<file path="src/rtl/lsfe_pkg.sv">
// Shared types, constants and the SPI bit-code function for the LED strip frame encoder.
package lsfe_pkg;

  localparam int MAX_LEDS_DEF = 64;

  localparam int CNT_W      = 7;   // led_count width
  localparam int POS_W      = 6;   // pixel position width
  localparam int CH_W       = 8;   // one colour channel
  localparam int PIX_W      = 3 * CH_W;
  localparam int CODE_W     = 8 * CH_W;
  localparam int OFS_W      = 16;
  localparam int DIV_W      = OFS_W + 1;
  localparam int BCNT_W     = $clog2(DIV_W);
  localparam int CFG_IDX_W  = 1;
  localparam int CFG_DATA_W = 8;

  localparam logic [CH_W-1:0]  BRIGHT_RST = 8'd255;
  localparam logic [CNT_W-1:0] COUNT_RST  = 7'd64;

  localparam logic [7:0] CODE_ONE  = 8'h1F;
  localparam logic [7:0] CODE_ZERO = 8'h07;

  localparam logic OP_WRITE   = 1'b0;
  localparam logic OP_REFRESH = 1'b1;

  localparam logic [CFG_IDX_W-1:0] CFG_BRIGHTNESS = 1'b0;
  localparam logic [CFG_IDX_W-1:0] CFG_LED_COUNT  = 1'b1;

  typedef struct packed {
    logic load;
    logic wr_step;
    logic mod_step;
    logic rd;
    logic scale;
    logic emit;
  } cmd_t;

  typedef struct packed {
    logic item_op;
    logic range_empty;
    logic n_zero;
    logic wr_last;
    logic mod_last;
    logic tag_last;
    logic out_free;
  } sts_t;

  // MSB of the channel lands in the top byte
  function automatic logic [CODE_W-1:0] encode_channel(input logic [CH_W-1:0] v);
    logic [CODE_W-1:0] code;
    code = '0;
    for (int b = 0; b < CH_W; b++) begin
      code[8*b +: 8] = v[b] ? CODE_ONE : CODE_ZERO;
    end
    return code;
  endfunction

endpackage

</file>
<file path="src/rtl/led_strip_spi_frame_encoder_top.sv">
// LED strip SPI frame encoder: pixel store, brightness scaling and SPI bit coding.
//
// Input words (in_valid/in_stall) carry either a range write or a refresh.
// A range write stores one colour at positions first..last below the strip
// length; it keeps the block busy while it steps through first..last and gives
// no words. A refresh first reduces the rotation offset plus n-1 modulo the
// strip length n (one dividend bit per cycle), then walks the pixels from the
// rotated top position downward, each pixel going through a memory read, a
// scale and an output load, giving one result word per pixel, last set on the
// final one. in_stall is high while an item runs.
// One output register holds the result word; while out_stall is high the
// word holds and the walk waits in front of it.
// Configuration (cfg_valid/cfg_ready, always ready): index 0 brightness,
// index 1 led_count; write only while idle.
// Reset: brightness 255, led_count 64, every pixel reads black at once
// through per-entry valid bits; no clearing pass.
module led_strip_spi_frame_encoder_top #(
  parameter int MAX_LEDS = lsfe_pkg::MAX_LEDS_DEF
) (
  input  logic                            clk,
  input  logic                            rst_n,
  input  logic                            cfg_valid,
  output logic                            cfg_ready,
  input  logic [lsfe_pkg::CFG_IDX_W-1:0]  cfg_index,
  input  logic [lsfe_pkg::CFG_DATA_W-1:0] cfg_data,
  input  logic                            in_valid,
  output logic                            in_stall,
  input  logic                            in_operation,
  input  logic [lsfe_pkg::POS_W-1:0]      in_first_index,
  input  logic [lsfe_pkg::POS_W-1:0]      in_last_index,
  input  logic [lsfe_pkg::CH_W-1:0]       in_red,
  input  logic [lsfe_pkg::CH_W-1:0]       in_green,
  input  logic [lsfe_pkg::CH_W-1:0]       in_blue,
  input  logic [lsfe_pkg::OFS_W-1:0]      in_rotate_offset,
  output logic                            out_valid,
  input  logic                            out_stall,
  output logic [lsfe_pkg::CODE_W-1:0]     out_red_code,
  output logic [lsfe_pkg::CODE_W-1:0]     out_green_code,
  output logic [lsfe_pkg::CODE_W-1:0]     out_blue_code,
  output logic [lsfe_pkg::POS_W-1:0]      out_pixel_position,
  output logic                            out_last
);
  import lsfe_pkg::*;

  cmd_t cmd;
  sts_t sts;

  lsfe_ctrl u_ctrl (
    .clk      (clk),
    .rst_n    (rst_n),
    .in_valid (in_valid),
    .in_stall (in_stall),
    .sts      (sts),
    .cmd      (cmd)
  );

  lsfe_dp #(
    .MAX_LEDS (MAX_LEDS)
  ) u_dp (
    .clk                (clk),
    .rst_n              (rst_n),
    .cfg_valid          (cfg_valid),
    .cfg_ready          (cfg_ready),
    .cfg_index          (cfg_index),
    .cfg_data           (cfg_data),
    .in_operation       (in_operation),
    .in_first_index     (in_first_index),
    .in_last_index      (in_last_index),
    .in_red             (in_red),
    .in_green           (in_green),
    .in_blue            (in_blue),
    .in_rotate_offset   (in_rotate_offset),
    .out_valid          (out_valid),
    .out_stall          (out_stall),
    .out_red_code       (out_red_code),
    .out_green_code     (out_green_code),
    .out_blue_code      (out_blue_code),
    .out_pixel_position (out_pixel_position),
    .out_last           (out_last),
    .cmd                (cmd),
    .sts                (sts)
  );

endmodule

</file>
<file path="src/rtl/lsfe_ctrl.sv">
// Sequencer for range writes, rotation remainder and the per-pixel refresh walk.
module lsfe_ctrl (
  input  logic           clk,
  input  logic           rst_n,
  input  logic           in_valid,
  output logic           in_stall,
  input  lsfe_pkg::sts_t sts,
  output lsfe_pkg::cmd_t cmd
);
  import lsfe_pkg::*;

  typedef enum logic [5:0] {
    S_IDLE  = 6'b000001,
    S_WRITE = 6'b000010,
    S_MOD   = 6'b000100,
    S_READ  = 6'b001000,
    S_SCALE = 6'b010000,
    S_EMIT  = 6'b100000
  } state_t;

  state_t state_r, state_nxt;

  always_ff @(posedge clk) begin
    if (!rst_n) begin
      state_r <= S_IDLE;
    end else begin
      state_r <= state_nxt;
    end
  end

  always_comb begin
    state_nxt = state_r;
    cmd       = '0;
    in_stall  = 1'b1;
    unique case (state_r)
      S_IDLE: begin
        in_stall = 1'b0;
        if (in_valid) begin
          cmd.load = 1'b1;
          if (sts.item_op == OP_WRITE) begin
            if (!sts.range_empty) state_nxt = S_WRITE;
          end else if (!sts.n_zero) begin
            state_nxt = S_MOD;
          end
        end
      end
      S_WRITE: begin
        cmd.wr_step = 1'b1;
        if (sts.wr_last) state_nxt = S_IDLE;
      end
      S_MOD: begin
        cmd.mod_step = 1'b1;
        if (sts.mod_last) state_nxt = S_READ;
      end
      S_READ: begin
        cmd.rd    = 1'b1;
        state_nxt = S_SCALE;
      end
      S_SCALE: begin
        cmd.scale = 1'b1;
        state_nxt = S_EMIT;
      end
      S_EMIT: begin
        if (sts.out_free) begin
          cmd.emit  = 1'b1;
          state_nxt = sts.tag_last ? S_IDLE : S_READ;
        end
      end
      default: state_nxt = S_IDLE;
    endcase
  end

`ifndef ASSERT_OFF
  a_emit_free: assert property (@(posedge clk) disable iff (!rst_n)
    cmd.emit |-> sts.out_free)
    else $error("result loaded while output word still held");

  a_refresh_start: assert property (@(posedge clk) disable iff (!rst_n)
    (state_r == S_IDLE && in_valid && sts.item_op == OP_REFRESH && !sts.n_zero)
      |=> state_r == S_MOD)
    else $error("refresh did not start rotation remainder");
`endif

endmodule

</file>
<file path="src/rtl/lsfe_dp.sv">
// Datapath: config registers, pixel memory, remainder unit, scaling and output word.
module lsfe_dp #(
  parameter int MAX_LEDS = lsfe_pkg::MAX_LEDS_DEF
) (
  input  logic                              clk,
  input  logic                              rst_n,
  input  logic                              cfg_valid,
  output logic                              cfg_ready,
  input  logic [lsfe_pkg::CFG_IDX_W-1:0]    cfg_index,
  input  logic [lsfe_pkg::CFG_DATA_W-1:0]   cfg_data,
  input  logic                              in_operation,
  input  logic [lsfe_pkg::POS_W-1:0]        in_first_index,
  input  logic [lsfe_pkg::POS_W-1:0]        in_last_index,
  input  logic [lsfe_pkg::CH_W-1:0]         in_red,
  input  logic [lsfe_pkg::CH_W-1:0]         in_green,
  input  logic [lsfe_pkg::CH_W-1:0]         in_blue,
  input  logic [lsfe_pkg::OFS_W-1:0]        in_rotate_offset,
  output logic                              out_valid,
  input  logic                              out_stall,
  output logic [lsfe_pkg::CODE_W-1:0]       out_red_code,
  output logic [lsfe_pkg::CODE_W-1:0]       out_green_code,
  output logic [lsfe_pkg::CODE_W-1:0]       out_blue_code,
  output logic [lsfe_pkg::POS_W-1:0]        out_pixel_position,
  output logic                              out_last,
  input  lsfe_pkg::cmd_t                    cmd,
  output lsfe_pkg::sts_t                    sts
);
  import lsfe_pkg::*;

  localparam int AW = (MAX_LEDS > 1) ? $clog2(MAX_LEDS) : 1;
  localparam logic [CNT_W-1:0] MAX_N = CNT_W'(MAX_LEDS);

  // config
  logic [CH_W-1:0]  bright_r;
  logic [CNT_W-1:0] count_r;
  logic [CNT_W-1:0] n_w;

  // item / walk state
  logic [POS_W-1:0]  p_r, last_r, pos_r;
  logic [PIX_W-1:0]  color_r;
  logic [DIV_W-1:0]  div_r;
  logic [CNT_W-1:0]  rem_r, rem_nxt;
  logic [CNT_W:0]    rem_t;
  logic [BCNT_W-1:0] bcnt_r;
  logic [CNT_W-1:0]  left_r;

  // pixel store
  logic [PIX_W-1:0]    mem [MAX_LEDS];
  logic [MAX_LEDS-1:0] vld_r;
  logic [PIX_W-1:0]    rd_data_r, px_w;
  logic                rd_vld_r;
  logic [POS_W-1:0]    tag_pos_r;
  logic                tag_last_r;
  logic                wr_en;

  logic [CH_W-1:0] sc_red_r, sc_green_r, sc_blue_r;
  logic [2*CH_W-1:0] prod_red, prod_green, prod_blue;

  logic out_valid_r;
  logic [CODE_W-1:0] red_code_r, green_code_r, blue_code_r;
  logic [POS_W-1:0]  out_pos_r;
  logic              out_last_r;

  assign cfg_ready = 1'b1;
  assign n_w = (count_r > MAX_N) ? MAX_N : count_r;

  always_ff @(posedge clk) begin
    if (!rst_n) begin
      bright_r <= BRIGHT_RST;
      count_r  <= COUNT_RST;
    end else if (cfg_valid) begin
      unique case (cfg_index)
        CFG_BRIGHTNESS: bright_r <= cfg_data;
        CFG_LED_COUNT:  count_r  <= cfg_data[CNT_W-1:0];
        default: ;
      endcase
    end
  end

  // one bit of offset+n-1 per step, restoring remainder by n
  assign rem_t   = {rem_r, div_r[DIV_W-1]};
  assign rem_nxt = (rem_t >= {1'b0, n_w}) ? CNT_W'(rem_t - {1'b0, n_w})
                                          : rem_t[CNT_W-1:0];

  assign wr_en = cmd.wr_step && ({1'b0, p_r} < n_w);

  always_ff @(posedge clk) begin
    if (cmd.load) begin
      p_r     <= in_first_index;
      last_r  <= in_last_index;
      color_r <= {in_red, in_green, in_blue};
      div_r   <= DIV_W'({1'b0, in_rotate_offset} + DIV_W'(n_w) - DIV_W'(1));
      rem_r   <= '0;
      bcnt_r  <= '0;
      left_r  <= n_w;
    end else begin
      if (cmd.wr_step) p_r <= p_r + POS_W'(1);
      if (cmd.mod_step) begin
        rem_r  <= rem_nxt;
        div_r  <= {div_r[DIV_W-2:0], 1'b0};
        bcnt_r <= bcnt_r + BCNT_W'(1);
        if (bcnt_r == BCNT_W'(DIV_W - 1)) pos_r <= rem_nxt[POS_W-1:0];
      end
      if (cmd.rd) begin
        left_r     <= left_r - CNT_W'(1);
        pos_r      <= (pos_r == '0) ? POS_W'(n_w - CNT_W'(1)) : pos_r - POS_W'(1);
        tag_pos_r  <= pos_r;
        tag_last_r <= (left_r == CNT_W'(1));
      end
    end
  end

  always_ff @(posedge clk) begin
    if (wr_en) mem[p_r[AW-1:0]] <= color_r;
    if (cmd.rd) begin
      rd_data_r <= mem[pos_r[AW-1:0]];
      rd_vld_r  <= vld_r[pos_r[AW-1:0]];
    end
  end

  always_ff @(posedge clk) begin
    if (!rst_n) begin
      vld_r <= '0;
    end else if (wr_en) begin
      vld_r[p_r[AW-1:0]] <= 1'b1;
    end
  end

  // never-written entries read as black
  assign px_w       = rd_vld_r ? rd_data_r : '0;
  assign prod_red   = {{CH_W{1'b0}}, px_w[3*CH_W-1 -: CH_W]} * {{CH_W{1'b0}}, bright_r};
  assign prod_green = {{CH_W{1'b0}}, px_w[2*CH_W-1 -: CH_W]} * {{CH_W{1'b0}}, bright_r};
  assign prod_blue  = {{CH_W{1'b0}}, px_w[CH_W-1:0]} * {{CH_W{1'b0}}, bright_r};

  always_ff @(posedge clk) begin
    if (cmd.scale) begin
      sc_red_r   <= prod_red[2*CH_W-1:CH_W];
      sc_green_r <= prod_green[2*CH_W-1:CH_W];
      sc_blue_r  <= prod_blue[2*CH_W-1:CH_W];
    end
  end

  always_ff @(posedge clk) begin
    if (!rst_n) begin
      out_valid_r <= 1'b0;
    end else if (cmd.emit) begin
      out_valid_r <= 1'b1;
    end else if (!out_stall) begin
      out_valid_r <= 1'b0;
    end
  end

  always_ff @(posedge clk) begin
    if (cmd.emit) begin
      red_code_r   <= encode_channel(sc_red_r);
      green_code_r <= encode_channel(sc_green_r);
      blue_code_r  <= encode_channel(sc_blue_r);
      out_pos_r    <= tag_pos_r;
      out_last_r   <= tag_last_r;
    end
  end

  assign out_valid          = out_valid_r;
  assign out_red_code       = red_code_r;
  assign out_green_code     = green_code_r;
  assign out_blue_code      = blue_code_r;
  assign out_pixel_position = out_pos_r;
  assign out_last           = out_last_r;

  always_comb begin
    sts             = '0;
    sts.item_op     = in_operation;
    sts.range_empty = in_last_index < in_first_index;
    sts.n_zero      = (n_w == '0);
    sts.wr_last     = (p_r == last_r);
    sts.mod_last    = (bcnt_r == BCNT_W'(DIV_W - 1));
    sts.tag_last    = tag_last_r;
    sts.out_free    = !out_valid_r || !out_stall;
  end

`ifndef ASSERT_OFF
  a_rd_in_strip: assert property (@(posedge clk) disable iff (!rst_n)
    cmd.rd |-> ({1'b0, pos_r} < n_w))
    else $error("refresh read outside strip");

  a_rem_bound: assert property (@(posedge clk) disable iff (!rst_n)
    cmd.mod_step |=> rem_r < n_w)
    else $error("remainder not reduced below strip length");

  a_last_count: assert property (@(posedge clk) disable iff (!rst_n)
    (cmd.emit && tag_last_r) |-> left_r == '0)
    else $error("last pixel flagged with pixels left");
`endif

endmodule
</file>
<file path="config.mk">
export PLATFORM = sky130hd
export DESIGN_NAME = led_strip_spi_frame_encoder_top
export DESIGN_NICKNAME = d
export VERILOG_FILES = /design/src/rtl/lsfe_pkg.sv /design/src/rtl/led_strip_spi_frame_encoder_top.sv /design/src/rtl/lsfe_ctrl.sv /design/src/rtl/lsfe_dp.sv
export SDC_FILE = /design/constraint.sdc
export NUM_CORES = 2
export LEC_CHECK = 0
export ABC_AREA = 1
export BUFFER_PORTS_ARGS = -buffer_cell sky130_fd_sc_hd__buf_2
export CORE_MARGIN = 5
export CORE_UTILIZATION = 36
export DETAILED_ROUTE_END_ITERATION = 8
export PLACE_DENSITY = 0.55
export SYNTH_ARGS = -nofsm -noshare
export SYNTH_HDL_FRONTEND = slang
export SYNTH_SLANG_ARGS = --single-unit
</file>
<file path="constraint.sdc">
create_clock -name clk -period 4.8 [get_ports clk]
set_clock_uncertainty 0.05 [all_clocks]
set_input_delay 0 -clock clk [delete_from_list [all_inputs] [get_ports clk]]
set_output_delay 0 -clock clk [all_outputs]
set_load 0.02 [all_outputs]
</file>
After elaboration in Yosys (flattened, before gate mapping) --
Memory sizes are Yosys's and may differ from the RTL's. A register that Yosys moved wholly into a read port is not among the register bits. Index checks and enable logic that the tools add are counted.
Storage, ports and cells: register bits 395, RAM bits 1536, input port bits 67, output and inout port bits 202, logic and storage cells 142, memories kept 1
Memories:
- u_dp.mem | depth 64, bits a word 24, read ports 1, clocked after Yosys merged registers in 1, write ports 1, line lsfe_dp.sv:48 | logic [PIX_W-1:0] mem [MAX_LEDS];
Operators by class: add/subtract/negate cells 8, multiply operators 3, magnitude comparators 7, equal/unequal tests 16, mux-type cells 63, bitwise operators 3, reduce and logical (&&, ||, !) cells 17
Operators with widths (number):
- $mux W5 | 24
- $mux W6 | 13
- $or A64 B64 Y64 | 1
- $mul A8 B8 Y16 | 3
- $pmux W6 S6 | 1
- $mux W17 | 2
- $mux W7 | 4
- $mux W24 | 1
- $add A16 B7 Y17 | 1
- $sub A17 B1 Y17 const B | 1
- $mux W1 | 15
- $lt A6 B7 Y1 const B | 2
- $sub A6 B1 Y6 const B | 2
- $reduce_bool A2 Y1 | 5
- $ge A8 B7 Y1 | 1
- $ne A2 B2 Y1 const B | 4
- $eq A7 B1 Y1 const B | 1
- $gt A7 B7 Y1 const B | 1
- $logic_not A7 Y1 | 1
- $lt A6 B7 Y1 | 1
- $sub A7 B1 Y7 const B | 1
- $sub A7 B7 Y7 | 1
- $add A6 B1 Y6 const B | 1
- $bmux W1 S6 | 1
- other kinds (23) | 29

Longest topological paths before layout --
depth after elaboration 7, mapped depth 21, mapped depth without buffers 19

Modules after synthesis --
From an unflattened synthesis, not the netlist that was laid out.
Second synthesis, totals: cells, all modules 7335, area total of the unflattened synthesis 80528.5 um2
By module, submodules not included:
- lsfe_dp | instances 1, cells an instance 7268, area an instance 80101.8 um2, sequential area each 52560.4 um2
- lsfe_ctrl | instances 1, cells an instance 67, area an instance 426.7 um2, sequential area each 120.1 um2

Worst setup path after synthesis --
Ideal clock, no wire load.
path kind reg-to-reg, start reg u_dp.rd_vld_r, end reg u_dp.sc_blue_r[7] (data pin), data arrival time 4101 ps, required time 4498 ps, setup slack 397 ps, cell stages (with the launch flop) 19, buffers on the path 3, cell sequence edfxtp_1 -> buf_2 -> clkbuf_1 -> buf_1 -> nand3_1 -> fa_1 -> inv_1 -> fa_1 -> fa_1 -> inv_1 -> fa_1 -> inv_1 -> ha_1 -> a21oi_1 -> o21ai_0 -> a211oi_1 -> nand2_1 -> nand2_1 -> nand2_1
Between the ends: word-level cells in the longest chain between the ends 2
RTL lines:
- start, declared | line lsfe_dp.sv:51 | logic rd_vld_r;
- start signal, assigned | line lsfe_dp.sv:117 | rd_vld_r <= vld_r[pos_r[AW-1:0]];
- $mux W24 | line lsfe_dp.sv:130 | assign px_w = rd_vld_r ? rd_data_r : '0;
- $mul A8 B8 Y16 | line lsfe_dp.sv:133 | assign prod_blue = {{CH_W{1'b0}}, px_w[CH_W-1:0]} * {{CH_W{1'b0}}, bright_r};
- net u_dp.prod_blue[15] | line lsfe_dp.sv:57 | logic [2*CH_W-1:0] prod_red, prod_green, prod_blue;
- end signal, assigned | line lsfe_dp.sv:139 | sc_blue_r <= prod_blue[2*CH_W-1:CH_W];
- end, declared | line lsfe_dp.sv:56 | logic [CH_W-1:0] sc_red_r, sc_green_r, sc_blue_r;
The timed path passes the listed nets, and every way through them passes these cells. A chain may end at the register's enable or synchronous reset.

Worst setup path after layout --
start reg u_dp.bright_r[2], end reg u_dp.sc_green_r[6] (data pin)
Between the ends: word-level cells in the longest chain between the ends 1
RTL lines:
- start, declared | line lsfe_dp.sv:34 | logic [CH_W-1:0] bright_r;
- start signal, assigned | line lsfe_dp.sv:73 | CFG_BRIGHTNESS: bright_r <= cfg_data;
- $mul A8 B8 Y16 | line lsfe_dp.sv:132 | assign prod_green = {{CH_W{1'b0}}, px_w[2*CH_W-1 -: CH_W]} * {{CH_W{1'b0}}, bright_r};
- net u_dp.prod_green[14] | line lsfe_dp.sv:57
- end signal, assigned | line lsfe_dp.sv:138 | sc_green_r <= prod_green[2*CH_W-1:CH_W];
- end, declared | line lsfe_dp.sv:56
The timed path passes the listed nets, and every way through them passes these cells.

==> results.cfg <==
[status]
status = finished clean

[synthesis]
yosysWarnings = 0
synth-xor-area-share_pct = 0.438
ys_ff_latch = 1787
synth_fa_ha_area_share_pct = 4.93
netlist_area_um2 = 80000
synth_mux_area_share_pct = 0.288
syn_inst = 6902
synth-edff-count = 1689
synthSimpleGateAreaFrac_pct = 12.6
synth_top_family_by_area = simple AND/OR/NAND/NOR gates
seq_area_frac_synth_pct = 65.8
avgSynthCellArea_um2 = 11.6
synth_cell_type_count = 49
synth_compound_area_share_pct = 9.93
synthFlopType = edfxtp_1
ys_async_sr_fraction_pct = 0

[drt]
ant_nets = 0
wl_per_cell_um = 22.7
viasPerCell = 5.23
drc_errors = 0
drt_first_pass_iters = 6
dr.first_iter.drc_count = 5810
vias = 53700
wl_um = 233000

[timing]
setup_viol = 0
slew_viol_final = 0
max_slew.worst_pin.slew_ns = 1.28
rsz0062_at_grt = false
fin_crit_ns = 4.52
slew_headroom_pct = 14.6
setup-tns-final_ns = 0
finalHoldViolCount = 0
max_freq_mhz = 221
final.period_utilization_pct = 94.2

[floorplanning]
initial_core_util_pct = 36.1
die_w_um = 481
std_cell_rows = 173
die_y_um = 481
pin_count = 269
dieArea_um2 = 232000
core_um2 = 222000

[clock_tree]
cts.sinks = 1787
path_clk_slew_ns = 0.06
clock-root-buffer = clkbuf_16
numCtsBuffers = 188
h-tree-depth = 4
cts_max_path_buffers = 3
cts_tree = yes
clk_latency_ns = 0.84

[setup_path]
path_common_cell = fa_1
cp-end-kind = flip-flop
startpoint_type = flip-flop
cp_top_family = adder cells
cp_data_arrival_time_ns = 5.02
crit_slowest_cell = fa_1
crit_chain = clkinvlp_4 > buf_4 > nor2_1 > fa_1 > fa_1 > fa_1 > inv_1 > fa_1 > inv_1 > ha_1 > a21oi_1 > o21ai_0 > a21oi_1 > nand2_1 > nand2_1 > nand2_1
cp_num_buf_inv = 4
critPathKind = flip-flop to flip-flop
critical_path_required_ns = 5.30
cp_max_fo = 6
slowest_delay_ns = 0.50

[placed_design]
place.gp.congestion = 0.900
place.detailed.hpwl_um = 134000
portBuffers = 123
placed_area_um2 = 83600

[layout]
final_area_um2 = 91000
final_common_cell = edfxtp_1
syn_to_final_growth_pct = 13.7
drive_above_1_share_pct = 9.44
final_cell_mix = edfxtp_1 (1689), nor2_1 (1212), o21ai_0 (752), nand2_1 (674), inv_1 (377)
final_nets = 7456

[power_and_ir_drop]
p_leak_nw = 32.1
powerDensity_nw_per_um2 = 408
peakVddDrop_v = 0.000356

[worst_hold_path]
worst_hold_path_type = primary input to flip-flop

[run]
maxCapViolCount = 0

[global_route]
grt_pass1_wl_um = 339000
gr-total-overflow = 0
antenna_found_initial = 9
grt_usage_pct = 19.5
grt_pass1_vias = 51200
grt_start_max_net_pins = 195
==> metal layers <==
layer	part of all wire, %	GRT usage [%]
met1	43	27.1
met2	46	31.7
met3	7.6	3.10
met4	2.8	5.73
met5	0.0056	0
==> timing repair <==
item                                   in CTS  in global routing
endpoints found under the hold margin     148                  0
hold buffers                              140                  0
buffers inserted                            0                  3
setup endpoints to repair                   0                  1
gates resized for setup                     0                  1
==> state kept, by name (all words and copies together) (netlist names), 5 cells and up <==
register and flops:
u_dp.last_r 6, u_dp.count_r 7, u_ctrl.state_r 6, u_dp.out_pixel_position 6, u_dp.rem_r 7, u_dp.sc_green_r 8
u_dp.bcnt_r 5, u_dp.left_r 7, u_dp.bright_r 8, u_dp.sc_red_r 8, u_dp.mem 1536, u_dp.div_r 17
u_dp.rd_data_r 24, u_dp.sc_blue_r 8, u_dp.p_r 6, u_dp.out_red_code 8, u_dp.out_green_code 8, u_dp.out_blue_code 8
u_dp.tag_pos_r 6, u_dp.pos_r 6, u_dp.vld_r 64, u_dp.color_r 24
==> per-stage QoR <==
stage | hold slack, ns | std cells | setup WS (ns) | total power, mW | utilization (%)
floorplan | 0.0489 | 7045 | 0.397 | 21.5 | -
global placement | 0.126 | 9780 | 0.251 | 23.2 | 37.7
detailed placement | 0.129 | 9780 | 0.181 | 23.3 | 37.7
CTS | 0.0164 | 10300 | 0.158 | 37.3 | 41.0
global route | 0.0711 | 10300 | 0.0653 | 38.5 | 41.0
finish | 0.0550 | 10300 | 0.280 | 37.1 | 41.0
==> cell type report <==
type,instances,area [um2]
multi-input combinational,4306,23400
sequential,1787,52700
clock inverter,86,833
tap,2975,3720
clock buffer,252,5040
inverter,388,1480
timing repair buffer,467,3800
antenna,5,12.5
fill,20800,131000
==> cells by family after synthesis <==
| logic type | count (synthesis) |
|---|---|
| buf+inv | 952 |
| xor+xnor | 40 |
| mux | 23 |
| fa+ha+maj | 251 |
| simple gates | 2434 |
| other cells | 2 |
| flops | 1787 |
| compound gates | 1413 |
==> worst paths after layout <==
check	slack (ns)	depth (start not counted)	endpoint	startpoint
worst min register to register	0.37	0	u_dp.out_green_code[36]	u_dp.sc_green_r[4]
worst min-delay path	0.05	7	u_dp.div_r[6]	in_rotate_offset[5]
worst max-delay path	0.28	16	u_dp.sc_green_r[6]	u_dp.bright_r[2]
worst max register to register	0.28	16	u_dp.sc_green_r[6]	u_dp.bright_r[2]
==> power by group <==
| group | internal (mW) | switching [mW] |
|---|---|---|
| registers | 18.4 | 0.237 |
| clock network | 7.78 | 6.14 |
| logic | 1.06 | 3.53 |
==> synth_stat cells, types with 24 or more instances <==
master,instances,area [um2]
edfxtp_1,1689,50700
nor2_1,1259,4730
o21ai_0,752,3760
nand2_1,676,2540
inv_1,379,1420
nand3_1,259,1300
o211ai_1,214,1610
a21oi_1,211,1060
buf_4,194,1460
clkbuf_1,181,679
ha_1,144,1800
buf_2,135,676
fa_1,107,2140
dfxtp_1,98,1960
o22ai_1,83,519
nand4_1,82,513
o21ai_1,65,325
nor3_1,56,280
o221ai_1,36,315
or2_2,35,219
buf_6,34,383
xor2_1,27,236
a31oi_1,24,150
==> worst reg2reg max path: stages (launching register included) <==
cell        delay (ns)
dfxtp_1           0.49
clkinvlp_4        0.22
buf_4             0.20
nor2_1            0.19
fa_1              0.46
fa_1              0.50
fa_1              0.49
inv_1             0.05
fa_1              0.47
inv_1             0.04
ha_1              0.33
a21oi_1           0.27
o21ai_0           0.15
a21oi_1           0.20
nand2_1           0.07
nand2_1           0.05
nand2_1           0.04
(Power assumes the default switching activity.)
